`config.mk`:
```
export PLATFORM = sky130hd
export DESIGN_NAME = sha256_stream_hasher
export DESIGN_NICKNAME = d
export VERILOG_FILES = /design/src/hdl/sha256_pkg.sv /design/src/hdl/sha256_stream_hasher.sv /design/src/hdl/sha256_ctrl.sv /design/src/hdl/sha256_dp.sv
export SDC_FILE = /design/constraint.sdc
export NUM_CORES = 2
export LEC_CHECK = 0
export ABC_CLOCK_PERIOD_IN_PS = 16300
export BUFFER_PORTS_ARGS = -buffer_cell sky130_fd_sc_hd__buf_2
export CAP_MARGIN = 25
export CORE_MARGIN = 10
export CORE_UTILIZATION = 30
export CTS_BUF_LIST = sky130_fd_sc_hd__clkbuf_16
export CTS_CLUSTER_SIZE = 40
export DETAILED_ROUTE_END_ITERATION = 10
export SETUP_SLACK_MARGIN = 0.3
export SYNTH_ARGS = -nofsm -noshare
export SYNTH_HDL_FRONTEND = slang
export SYNTH_HIERARCHICAL = 1
export SYNTH_SLANG_ARGS = --single-unit
```
`constraint.sdc`:
```
create_clock -name clk -period 16.3 [get_ports clk]
set_clock_uncertainty 0.05 [all_clocks]
set_input_delay 1.63 -clock clk [delete_from_list [all_inputs] [get_ports clk]]
set_output_delay 1.63 -clock clk [all_outputs]
set_load 0.05 [all_outputs]
```
`src/hdl/sha256_pkg.sv`:
```
// ----------------------------------------------------------------------------
// sha256_pkg
// Shared types, constants and round functions for the SHA-256 stream hasher.
// ----------------------------------------------------------------------------
package sha256_pkg;

  // input action codes
  localparam logic ACT_APPEND   = 1'b0;
  localparam logic ACT_FINALIZE = 1'b1;

  // byte positions inside a 64-byte block, the pad byte value, and the last round, word and length-byte indices
  localparam logic [5:0] LAST_BYTE = 6'd63;
  localparam logic [5:0] LEN_START = 6'd56;
  localparam logic [7:0] PAD_BYTE  = 8'h80;
  localparam logic [5:0] LAST_RND  = 6'd63;
  localparam logic [1:0] LAST_WORD = 2'd3;
  localparam logic [2:0] LEN_MSB   = 3'd7;

  // source of the byte pushed into the block window
  typedef enum logic [1:0] {
    PUSH_DATA,
    PUSH_PAD,
    PUSH_ZERO,
    PUSH_LEN
  } push_sel_t;

  // commands from the controller to the datapath
  typedef struct packed {
    logic        push;
    push_sel_t   sel;
    logic [2:0]  len_idx;
    logic        len_incr;
    logic        round_en;
    logic [5:0]  rnd;
    logic        add_en;
    logic        clear;
    logic [1:0]  word_idx;
  } dp_cmd_t;

  // status from the datapath to the controller
  typedef struct packed {
    logic [5:0] byte_count;
  } dp_sts_t;

  localparam logic [31:0] HASH_IV [8] = '{
    32'h6a09e667, 32'hbb67ae85, 32'h3c6ef372, 32'ha54ff53a,
    32'h510e527f, 32'h9b05688c, 32'h1f83d9ab, 32'h5be0cd19
  };

  localparam logic [31:0] ROUND_K [64] = '{
    32'h428a2f98, 32'h71374491, 32'hb5c0fbcf, 32'he9b5dba5,
    32'h3956c25b, 32'h59f111f1, 32'h923f82a4, 32'hab1c5ed5,
    32'hd807aa98, 32'h12835b01, 32'h243185be, 32'h550c7dc3,
    32'h72be5d74, 32'h80deb1fe, 32'h9bdc06a7, 32'hc19bf174,
    32'he49b69c1, 32'hefbe4786, 32'h0fc19dc6, 32'h240ca1cc,
    32'h2de92c6f, 32'h4a7484aa, 32'h5cb0a9dc, 32'h76f988da,
    32'h983e5152, 32'ha831c66d, 32'hb00327c8, 32'hbf597fc7,
    32'hc6e00bf3, 32'hd5a79147, 32'h06ca6351, 32'h14292967,
    32'h27b70a85, 32'h2e1b2138, 32'h4d2c6dfc, 32'h53380d13,
    32'h650a7354, 32'h766a0abb, 32'h81c2c92e, 32'h92722c85,
    32'ha2bfe8a1, 32'ha81a664b, 32'hc24b8b70, 32'hc76c51a3,
    32'hd192e819, 32'hd6990624, 32'hf40e3585, 32'h106aa070,
    32'h19a4c116, 32'h1e376c08, 32'h2748774c, 32'h34b0bcb5,
    32'h391c0cb3, 32'h4ed8aa4a, 32'h5b9cca4f, 32'h682e6ff3,
    32'h748f82ee, 32'h78a5636f, 32'h84c87814, 32'h8cc70208,
    32'h90befffa, 32'ha4506ceb, 32'hbef9a3f7, 32'hc67178f2
  };

  // message schedule sigma functions
  function automatic logic [31:0] small_sig0(input logic [31:0] x);
    return {x[6:0], x[31:7]} ^ {x[17:0], x[31:18]} ^ {3'b000, x[31:3]};
  endfunction

  function automatic logic [31:0] small_sig1(input logic [31:0] x);
    return {x[16:0], x[31:17]} ^ {x[18:0], x[31:19]} ^ {10'd0, x[31:10]};
  endfunction

  // compression round sigma functions
  function automatic logic [31:0] big_sig0(input logic [31:0] x);
    return {x[1:0], x[31:2]} ^ {x[12:0], x[31:13]} ^ {x[21:0], x[31:22]};
  endfunction

  function automatic logic [31:0] big_sig1(input logic [31:0] x);
    return {x[5:0], x[31:6]} ^ {x[10:0], x[31:11]} ^ {x[24:0], x[31:25]};
  endfunction

endpackage

```
`src/hdl/sha256_stream_hasher.sv`:
```
// ----------------------------------------------------------------------------
// sha256_stream_hasher
// SHA-256 over a byte stream with padding on finalize and a four-word digest.
//
//   channel  | ports                                    | moves
//   ---------+------------------------------------------+-----------------------
//   input    | in_valid in_ready in_action in_data_byte | append byte / finalize
//   output   | out_valid out_ready out_digest_word      | digest words, out_last
//            | out_last                                 | set on the fourth
//
// An append transaction that fills a block also runs the 64 rounds of the
// single round unit and then the feed-forward add.
// A finalize pushes the pad bytes (9 to 72, with an idle step at byte 56),
// runs the rounds and the add for each block it completes, then presents
// the digest one word per handshake as the output side takes it.
// Reset is synchronous; afterwards the block accepts input at once.
// Input is held off while padding, while rounds run and while the digest is
// being delivered.
// ----------------------------------------------------------------------------
module sha256_stream_hasher (
  input  logic        clk,
  input  logic        rst_n,
  input  logic        in_valid,
  output logic        in_ready,
  input  logic        in_action,
  input  logic [7:0]  in_data_byte,
  output logic        out_valid,
  input  logic        out_ready,
  output logic [63:0] out_digest_word,
  output logic        out_last
);
  import sha256_pkg::*;

  dp_cmd_t cmd;
  dp_sts_t sts;

  // sequencer
  sha256_ctrl u_ctrl (
    .clk       (clk),
    .rst_n     (rst_n),
    .in_valid  (in_valid),
    .in_ready  (in_ready),
    .in_action (in_action),
    .out_valid (out_valid),
    .out_ready (out_ready),
    .cmd       (cmd),
    .sts       (sts)
  );

  // hash datapath
  sha256_dp u_dp (
    .clk             (clk),
    .rst_n           (rst_n),
    .cmd             (cmd),
    .sts             (sts),
    .in_data_byte    (in_data_byte),
    .out_digest_word (out_digest_word),
    .out_last        (out_last)
  );

endmodule

```
`src/hdl/sha256_ctrl.sv`:
```
// ----------------------------------------------------------------------------
// sha256_ctrl
// Sequencer: byte loading, padding, 64 compression rounds and digest output.
// ----------------------------------------------------------------------------
module sha256_ctrl (
  input  logic                clk,
  input  logic                rst_n,
  input  logic                in_valid,
  output logic                in_ready,
  input  logic                in_action,
  output logic                out_valid,
  input  logic                out_ready,
  output sha256_pkg::dp_cmd_t cmd,
  input  sha256_pkg::dp_sts_t sts
);
  import sha256_pkg::*;

  typedef enum logic [2:0] {
    S_IDLE,
    S_PAD80,
    S_ZERO,
    S_LEN,
    S_ROUND,
    S_ADD,
    S_OUT
  } state_t;

  state_t     state_r, state_nxt;
  state_t     ret_r, ret_nxt;
  logic [5:0] rnd_r, rnd_nxt;
  logic [2:0] len_idx_r, len_idx_nxt;
  logic [1:0] word_idx_r, word_idx_nxt;
  logic       last_byte;

  assign last_byte = (sts.byte_count == LAST_BYTE);

  // next state and datapath commands
  always_comb begin
    state_nxt    = state_r;
    ret_nxt      = ret_r;
    rnd_nxt      = rnd_r;
    len_idx_nxt  = len_idx_r;
    word_idx_nxt = word_idx_r;
    in_ready     = 1'b0;
    out_valid    = 1'b0;
    cmd          = '0;
    cmd.sel      = PUSH_DATA;
    cmd.len_idx  = len_idx_r;
    cmd.rnd      = rnd_r;
    cmd.word_idx = word_idx_r;
    case (state_r)
      S_IDLE: begin
        in_ready = 1'b1;
        if (in_valid) begin
          if (in_action == ACT_APPEND) begin
            cmd.push     = 1'b1;
            cmd.sel      = PUSH_DATA;
            cmd.len_incr = 1'b1;
            if (last_byte) begin
              state_nxt = S_ROUND;
              ret_nxt   = S_IDLE;
              rnd_nxt   = '0;
            end
          end else begin
            state_nxt = S_PAD80;
          end
        end
      end
      S_PAD80: begin
        cmd.push  = 1'b1;
        cmd.sel   = PUSH_PAD;
        state_nxt = S_ZERO;
        if (last_byte) begin
          state_nxt = S_ROUND;
          ret_nxt   = S_ZERO;
          rnd_nxt   = '0;
        end
      end
      S_ZERO: begin
        if (sts.byte_count == LEN_START) begin
          state_nxt   = S_LEN;
          len_idx_nxt = LEN_MSB;
        end else begin
          cmd.push = 1'b1;
          cmd.sel  = PUSH_ZERO;
          if (last_byte) begin
            state_nxt = S_ROUND;
            ret_nxt   = S_ZERO;
            rnd_nxt   = '0;
          end
        end
      end
      S_LEN: begin
        // length bytes, most significant first; the last one fills the block
        cmd.push    = 1'b1;
        cmd.sel     = PUSH_LEN;
        len_idx_nxt = len_idx_r - 3'd1;
        if (last_byte) begin
          state_nxt    = S_ROUND;
          ret_nxt      = S_OUT;
          rnd_nxt      = '0;
          word_idx_nxt = '0;
        end
      end
      S_ROUND: begin
        cmd.round_en = 1'b1;
        rnd_nxt      = rnd_r + 6'd1;
        if (rnd_r == LAST_RND) begin
          state_nxt = S_ADD;
        end
      end
      S_ADD: begin
        cmd.add_en = 1'b1;
        state_nxt  = ret_r;
      end
      S_OUT: begin
        out_valid = 1'b1;
        if (out_ready) begin
          word_idx_nxt = word_idx_r + 2'd1;
          if (word_idx_r == LAST_WORD) begin
            cmd.clear = 1'b1;
            state_nxt = S_IDLE;
          end
        end
      end
      default: begin
        state_nxt = S_IDLE;
      end
    endcase
  end

  // state and sequencing counters
  always_ff @(posedge clk) begin
    if (!rst_n) begin
      state_r    <= S_IDLE;
      ret_r      <= S_IDLE;
      rnd_r      <= '0;
      len_idx_r  <= '0;
      word_idx_r <= '0;
    end else begin
      state_r    <= state_nxt;
      ret_r      <= ret_nxt;
      rnd_r      <= rnd_nxt;
      len_idx_r  <= len_idx_nxt;
      word_idx_r <= word_idx_nxt;
    end
  end

endmodule

```
`src/hdl/sha256_dp.sv`:
```
// ----------------------------------------------------------------------------
// sha256_dp
// Datapath: block window and message schedule, round unit, hash state, length.
// ----------------------------------------------------------------------------
module sha256_dp (
  input  logic                clk,
  input  logic                rst_n,
  input  sha256_pkg::dp_cmd_t cmd,
  output sha256_pkg::dp_sts_t sts,
  input  logic [7:0]          in_data_byte,
  output logic [63:0]         out_digest_word,
  output logic                out_last
);
  import sha256_pkg::*;

  logic [511:0] win_r, win_nxt;
  logic [31:0]  hash_r [8];
  logic [31:0]  work_r [8];
  logic [5:0]   byte_count_r;
  logic [63:0]  bit_length_r;
  logic [7:0]   push_byte;
  logic [31:0]  w0, w1, w9, w14, w_new;
  logic [31:0]  t1, t2, ch, maj;

  assign sts.byte_count = byte_count_r;

  // byte source select
  always_comb begin
    case (cmd.sel)
      PUSH_DATA: push_byte = in_data_byte;
      PUSH_PAD:  push_byte = PAD_BYTE;
      PUSH_ZERO: push_byte = 8'h00;
      PUSH_LEN:  push_byte = bit_length_r[{cmd.len_idx, 3'b000} +: 8];
      default:   push_byte = 8'h00;
    endcase
  end

  // schedule window taps, oldest word at the top
  assign w0    = win_r[511:480];
  assign w1    = win_r[479:448];
  assign w9    = win_r[223:192];
  assign w14   = win_r[63:32];
  assign w_new = small_sig1(w14) + w9 + small_sig0(w1) + w0;

  // round function
  assign ch  = (work_r[4] & work_r[5]) ^ (~work_r[4] & work_r[6]);
  assign maj = (work_r[0] & work_r[1]) ^ (work_r[0] & work_r[2]) ^
               (work_r[1] & work_r[2]);
  assign t1  = work_r[7] + big_sig1(work_r[4]) + ch + ROUND_K[cmd.rnd] + w0;
  assign t2  = big_sig0(work_r[0]) + maj;

  always_comb begin
    win_nxt = win_r;
    if (cmd.push) begin
      win_nxt = {win_r[503:0], push_byte};
    end else if (cmd.round_en) begin
      win_nxt = {win_r[479:0], w_new};
    end
  end

  // block window, filled byte by byte then shifted a word per round
  always_ff @(posedge clk) begin
    win_r <= win_nxt;
  end

  // working variables
  always_ff @(posedge clk) begin
    if (cmd.push && byte_count_r == LAST_BYTE) begin
      for (int i = 0; i < 8; i++) begin
        work_r[i] <= hash_r[i];
      end
    end else if (cmd.round_en) begin
      work_r[7] <= work_r[6];
      work_r[6] <= work_r[5];
      work_r[5] <= work_r[4];
      work_r[4] <= work_r[3] + t1;
      work_r[3] <= work_r[2];
      work_r[2] <= work_r[1];
      work_r[1] <= work_r[0];
      work_r[0] <= t1 + t2;
    end
  end

  // hash state, byte count and message length
  always_ff @(posedge clk) begin
    if (!rst_n || cmd.clear) begin
      for (int i = 0; i < 8; i++) begin
        hash_r[i] <= HASH_IV[i];
      end
      byte_count_r <= '0;
      bit_length_r <= '0;
    end else begin
      if (cmd.add_en) begin
        for (int i = 0; i < 8; i++) begin
          hash_r[i] <= hash_r[i] + work_r[i];
        end
      end
      if (cmd.push) begin
        byte_count_r <= byte_count_r + 6'd1;
      end
      if (cmd.len_incr) begin
        bit_length_r <= bit_length_r + 64'd8;
      end
    end
  end

  // digest word select
  always_comb begin
    case (cmd.word_idx)
      2'd0:    out_digest_word = {hash_r[0], hash_r[1]};
      2'd1:    out_digest_word = {hash_r[2], hash_r[3]};
      2'd2:    out_digest_word = {hash_r[4], hash_r[5]};
      default: out_digest_word = {hash_r[6], hash_r[7]};
    endcase
  end

  assign out_last = (cmd.word_idx == LAST_WORD);

endmodule
```
## Yosys cells after proc, flatten, opt, wreduce, memory -nomap -nowiden

Memory sizes are Yosys's and may differ from the RTL's.
Cells that the tools add are included.

- Output and inout bits: 67
- Memories kept: 3
- Bits in writable memories: 512
- Register bits after elaboration: 599
- Input bits: 13
- ROM bits: 2048
- Latch bits: 0

- Bitwise gates (word level): 34
- Add/subtract/negate cells: 23
- Shift operators: 1
- Muxes and demuxes: 72
- Equal/unequal tests: 24
- Reductions and logical operators: 17
- Multipliers: 0
- Magnitude comparators: 1
- Div/mod/pow operators: 0

Memory list:

| name | words | width | read ports | clocked after Yosys merged registers in | wr ports | line | RTL |
|---|---|---|---|---|---|---|---|
| (name not given) | 64 | 32 | 1 | 0 | 0 | sha256_dp.sv:49 | `assign t1 = work_r[7] + big_sig1(work_r[4]) + ch + ROUND_K[cmd.rnd] + w0;` |
| u_dp.hash_r | 8 | 32 | 8 | 0 | 8 | sha256_dp.sv:17 | `logic [31:0] hash_r [8];` |
| u_dp.work_r | 8 | 32 | 8 | 0 | 8 | sha256_dp.sv:18 | `logic [31:0] work_r [8];` |

Operator list:

| kind | number |
|---|---|
| 512-bit 2-to-1 mux | 2 |
| 32-bit adder | 18 |
| 32-bit 2-to-1 mux | 18 |
| 32-bit bitwise XOR | 9 |
| 64-bit one-hot mux with 3 select lines | 1 |
| 32-bit AND | 5 |
| 64-bit by 4-bit adder with 64-bit output (second input constant) | 1 |
| 64-bit by 7-bit indexed part select with 8-bit output | 1 |
| 3-bit 2-to-1 mux | 18 |
| 32-bit inverter | 1 |
| 8-bit one-hot mux with 4 select lines | 1 |
| 32-bit by 22-bit bitwise XOR with 32-bit output | 1 |
| 32-bit by 29-bit bitwise XOR with 32-bit output | 1 |
| 6-bit 2-to-1 mux | 4 |
| 3-bit one-hot mux with 4 select lines | 2 |
| 6-bit one-hot mux with 4 select lines | 1 |
| 3-bit one-hot mux with 7 select lines | 1 |
| 1-bit 2-to-1 mux | 20 |
| 6-bit equality test (second input constant) | 3 |
| 1-bit bitwise OR | 16 |
| 6-bit by 1-bit adder with 6-bit output (second input constant) | 2 |
| 2-bit != test (second input constant) | 5 |
| 3-bit equality test (second input constant) | 3 |
| 2-bit equality test (second input constant) | 4 |
| other kinds (23) | 34 |

## Depth between registers and ports, before layout

- Depth in word-level cells: 8
- Depth in mapped cells: 38
- Gate-level depth less buffers: 36

## Hierarchy

Netlist, hierarchy kept.

By module, submodules not included:

| module | times used | area an instance (um2) | cells an instance |
|---|---|---|---|
| sha256_dp | 1 | 73870.8 | 6555 |
| sha256_ctrl | 1 | 1006.0 | 124 |

## Least setup slack after synthesis

OpenSTA, ideal clock, no wires.

- Path type: input -> register
- Start point: input port in_action
- End point: memory u_dp.work_r[0][0], enable pin
- Data required time: 15.324 ns
- Stages on the path: 5
- Slack: 1.068 ns
- Setup time: 0.926 ns
- Arrival: 14.256 ns
- Path through: nand2b_1 -> mux2_2 -> a21oi_1 -> nand4_1 -> o21bai_1

RTL lines:

| element | line | RTL |
|---|---|---|
| from (decl) | sha256_stream_hasher.sv:25 | `input logic in_action,` |
| to (decl) | sha256_dp.sv:18 |  |

==> flow_summary.yaml <==
logic_synthesis:
  synth_seq_cells: 1107
  synthFlopType: "edfxtp_1"
  syn_inst: 6679
  ys_warn_count: 6
  yosysMostFrequentCell: "edfxtp_1"
  async_flop_share_pct: 0
  synth_edf_count: 1024
  yosys.area.top_type: "edfxtp_1"
  netlist.area_leader.share_pct: 41.1
  synthTopCellsByCount: "edfxtp_1 (1,024), mux2_2 (654), inv_1 (469)"
  ys_seq_area_share_pct: 43.3
  synth.avg_cell_area_um2: 11.2
  yosysUniqueCellTypes: 104
  synth_area_leaders: "edfxtp_1 (41%), mux2_2 (9.8%), ha_1 (6.5%), fa_1 (5.2%), xnor2_1 (3.7%)"
  syn_nets: 7278
  netlist_area_mm2: 0.0749
global_route:
  grt_pass1_vias: 52500
  antenna_found_initial: 39
  grt_pass1_wl_um: 339000
  grt_overflow_total: 0
  grt_max_degree: 164
  grt_use_total_pct: 16.2
clock_tree:
  cts_resized: 0
  clock-root-buffer: "clkbuf_16"
  cts_setup_buffers: 0
  cts_buffer_depth: 3
  numCtsBuffers: 118
  ctsHoldBuffers: 0
  clock_sinks: 1107
  cts.htree.levels: 3
  clk_latency_ps: 790
  cts_tree: "done"
  clkTransAtPathRegs_ps: 70
run:
  max_cap_viol_count: 0
critical_path:
  path_max_fanout: 29
  endpoint_kind: "flip-flop"
  start_kind: "flip-flop"
  worstPathRequired_ps: 16730
  cp_common_cell: "a21o_1"
  arrival_ps: 10740
  critPathKind: "reg -> reg"
  cp_slowest_cell: "ha_1"
  max_stage_delay_ps: 720
final_layout:
  syn2layout_area_growth_pct: 10.9
  finalInstanceArea_mm2: 0.0830
  regArea_mm2: 0.0324
  drive_above_1_share_pct: 16.4
  nFillCells: 24700
  final_nets: 7257
  multi_input_area_mm2: 0.0397
  fin_cells: 10100
floorplanning:
  dieArea_mm2: 0.270
  start_util_pct: 30.1
  die_h_um: 520
  dieWidth_um: 520
  core_area_mm2: 0.248
  row_count: 183
  io_pins: 80
sta:
  finalSetupViolCount: 0
  finalHoldViolations: 0
  tns_ps: 0
  min_period_ps: 10310
  relSlewSlack_pct: 27.7
  fin_crit_sh_pct: 63.3
  fmax_ghz: 0.0969
  finalMaxSlewViolations: 0
  tightestPinTransition_ps: 1080
  rsz0062_at_grt: "no"
power_and_ir_drop:
  p_total_uw: 13200
  power_density_mw_per_mm2: 159
  leakage_uw: 0.0306
  max-vdd-ir-drop_uv: 177
detailed_routing:
  drc: 0
  ant_nets: 0
  post_drt_wl_per_cell_um: 22.8
  viasPerCell: 5.33
  vias: 53900
  drt_iter0_drc: 5551
  wirelength_um: 231000
  drt-pass1-iter-count: 7
placed_design:
  gp_routability_congestion: 0.959
  port_buffers: 79
  hpwl_um: 174000
  place_inst: 9865
  place_area_mm2: 0.0790
hold_path:
  hold_path_class: "reg -> reg"
status:
  status: "finished, final reports clean"
## report_power, final
group	leakage [uW]	switching, uW	internal (uW)
Sequential	0.0101	285	3620
Combinational	0.0185	3800	2670
Clock	0.00200	1240	1540
Total	0.0306	5330	7840
## registers in the layout, indices dropped and copies added (netlist names)
signal and flops:
u_dp/sts 6, u_ctrl/rnd_r 6, u_ctrl/ret_r 2, u_dp/work_r 256
u_ctrl/len_idx_r 3, u_ctrl/word_idx_r 2, u_dp/bit_length_r 61, u_dp/hash_r 256
u_ctrl/state_r 3, u_dp/win_r 512
## cell type report
class                   count  area share [%]
diodes                      6          0.0181
repair buffers            143            1.21
well taps                3330            5.02
clock buffers             119            3.59
inverters                 473            2.14
clock inverters           103            1.18
flip-flops and latches   1107            39.1
multi-input cells        4815            47.8
## placed cells by master (no fill, tap or decap), types with 32 or more instances in the layout
master     netlist  routed
buf_2            4      79
or3_1           49      49
edfxtp_1      1024    1024
nor3_1          87      87
a211oi_1        60      60
inv_1          469     494
ha_1           391     391
o21bai_1        43      42
nand3_1        104     104
a31oi_1         39      39
a21oi_1        351     350
xnor2_1        314     314
nand2_1        437     436
nor2_1         355     355
o21ai_0        443     442
mux2i_1         43      43
nor2b_1         60      59
a21o_1         183     183
mux4_2          83      83
xor2_1         283     283
nand2b_1        73      71
nand4_1         32      32
fa_1           195     195
clkbuf_16        0     119
and3_1          65      65
buf_4            0      55
dfxtp_1         83      77
mux2_2         654     654
o21a_1          62      62
clkinv_1         4      32
o211ai_1        44      44
## final timing paths
kind,startpoint,end,slack (ps),depth (start not counted)
hold reg to reg,u_ctrl/ret_r[2],u_ctrl/ret_r[2],420,2
setup reg to reg,u_ctrl/rnd_r[1],u_dp/work_r[0][31],5990,33
setup / recovery,u_ctrl/rnd_r[1],u_dp/work_r[0][31],5990,33
hold / removal,u_ctrl/ret_r[2],u_ctrl/ret_r[2],420,2
## worst max-delay path, delay by kind of cell (launching register included)
| family | cells | cell delay, ps |
|---|---|---|
| buffers and inverters | 5 | 1070 |
| DFF | 1 | 310 |
| and+or+nand+nor | 5 | 1160 |
| adders and majority gates | 6 | 2680 |
| xor gates and xnor gates | 3 | 730 |
| AOI/OAI and AO/OA | 13 | 3540 |
| muxes | 1 | 470 |
## cell families (layout without fill, tap and decap cells)
kind of cell / count (synthesis) / count (layout) / share of synthesized area, %
compound gates: 1473 / 1473 / 12.4
buf+inv: 757 / 838 / 3.80
simple gates: 1374 / 1374 / 8.76
flops: 1107 / 1107 / 43.3
xor+xnor: 598 / 598 / 7.01
fa+ha+maj: 590 / 590 / 11.8
other cells: 0 / 6 / 0
mux: 780 / 780 / 12.9
## routing by layer
layer	track usage, %	share of wire, %
met1	24.0	46
met2	24.4	43
met3	2.70	8.2
met4	4.47	2.9
met5	0	0.029
## metrics by stage
step	hold slack (ps)	util [%]	setup slack, ps
4_1_cts	420	33.4	6190
3_3_place_gp	411	31.8	6220
6_report	419	33.4	5990
3_5_place_dp	408	31.8	6220
2_1_floorplan	396	-	1070
5_1_grt	442	33.4	5510
Note: power is estimated with default switching activity, not from simulation.
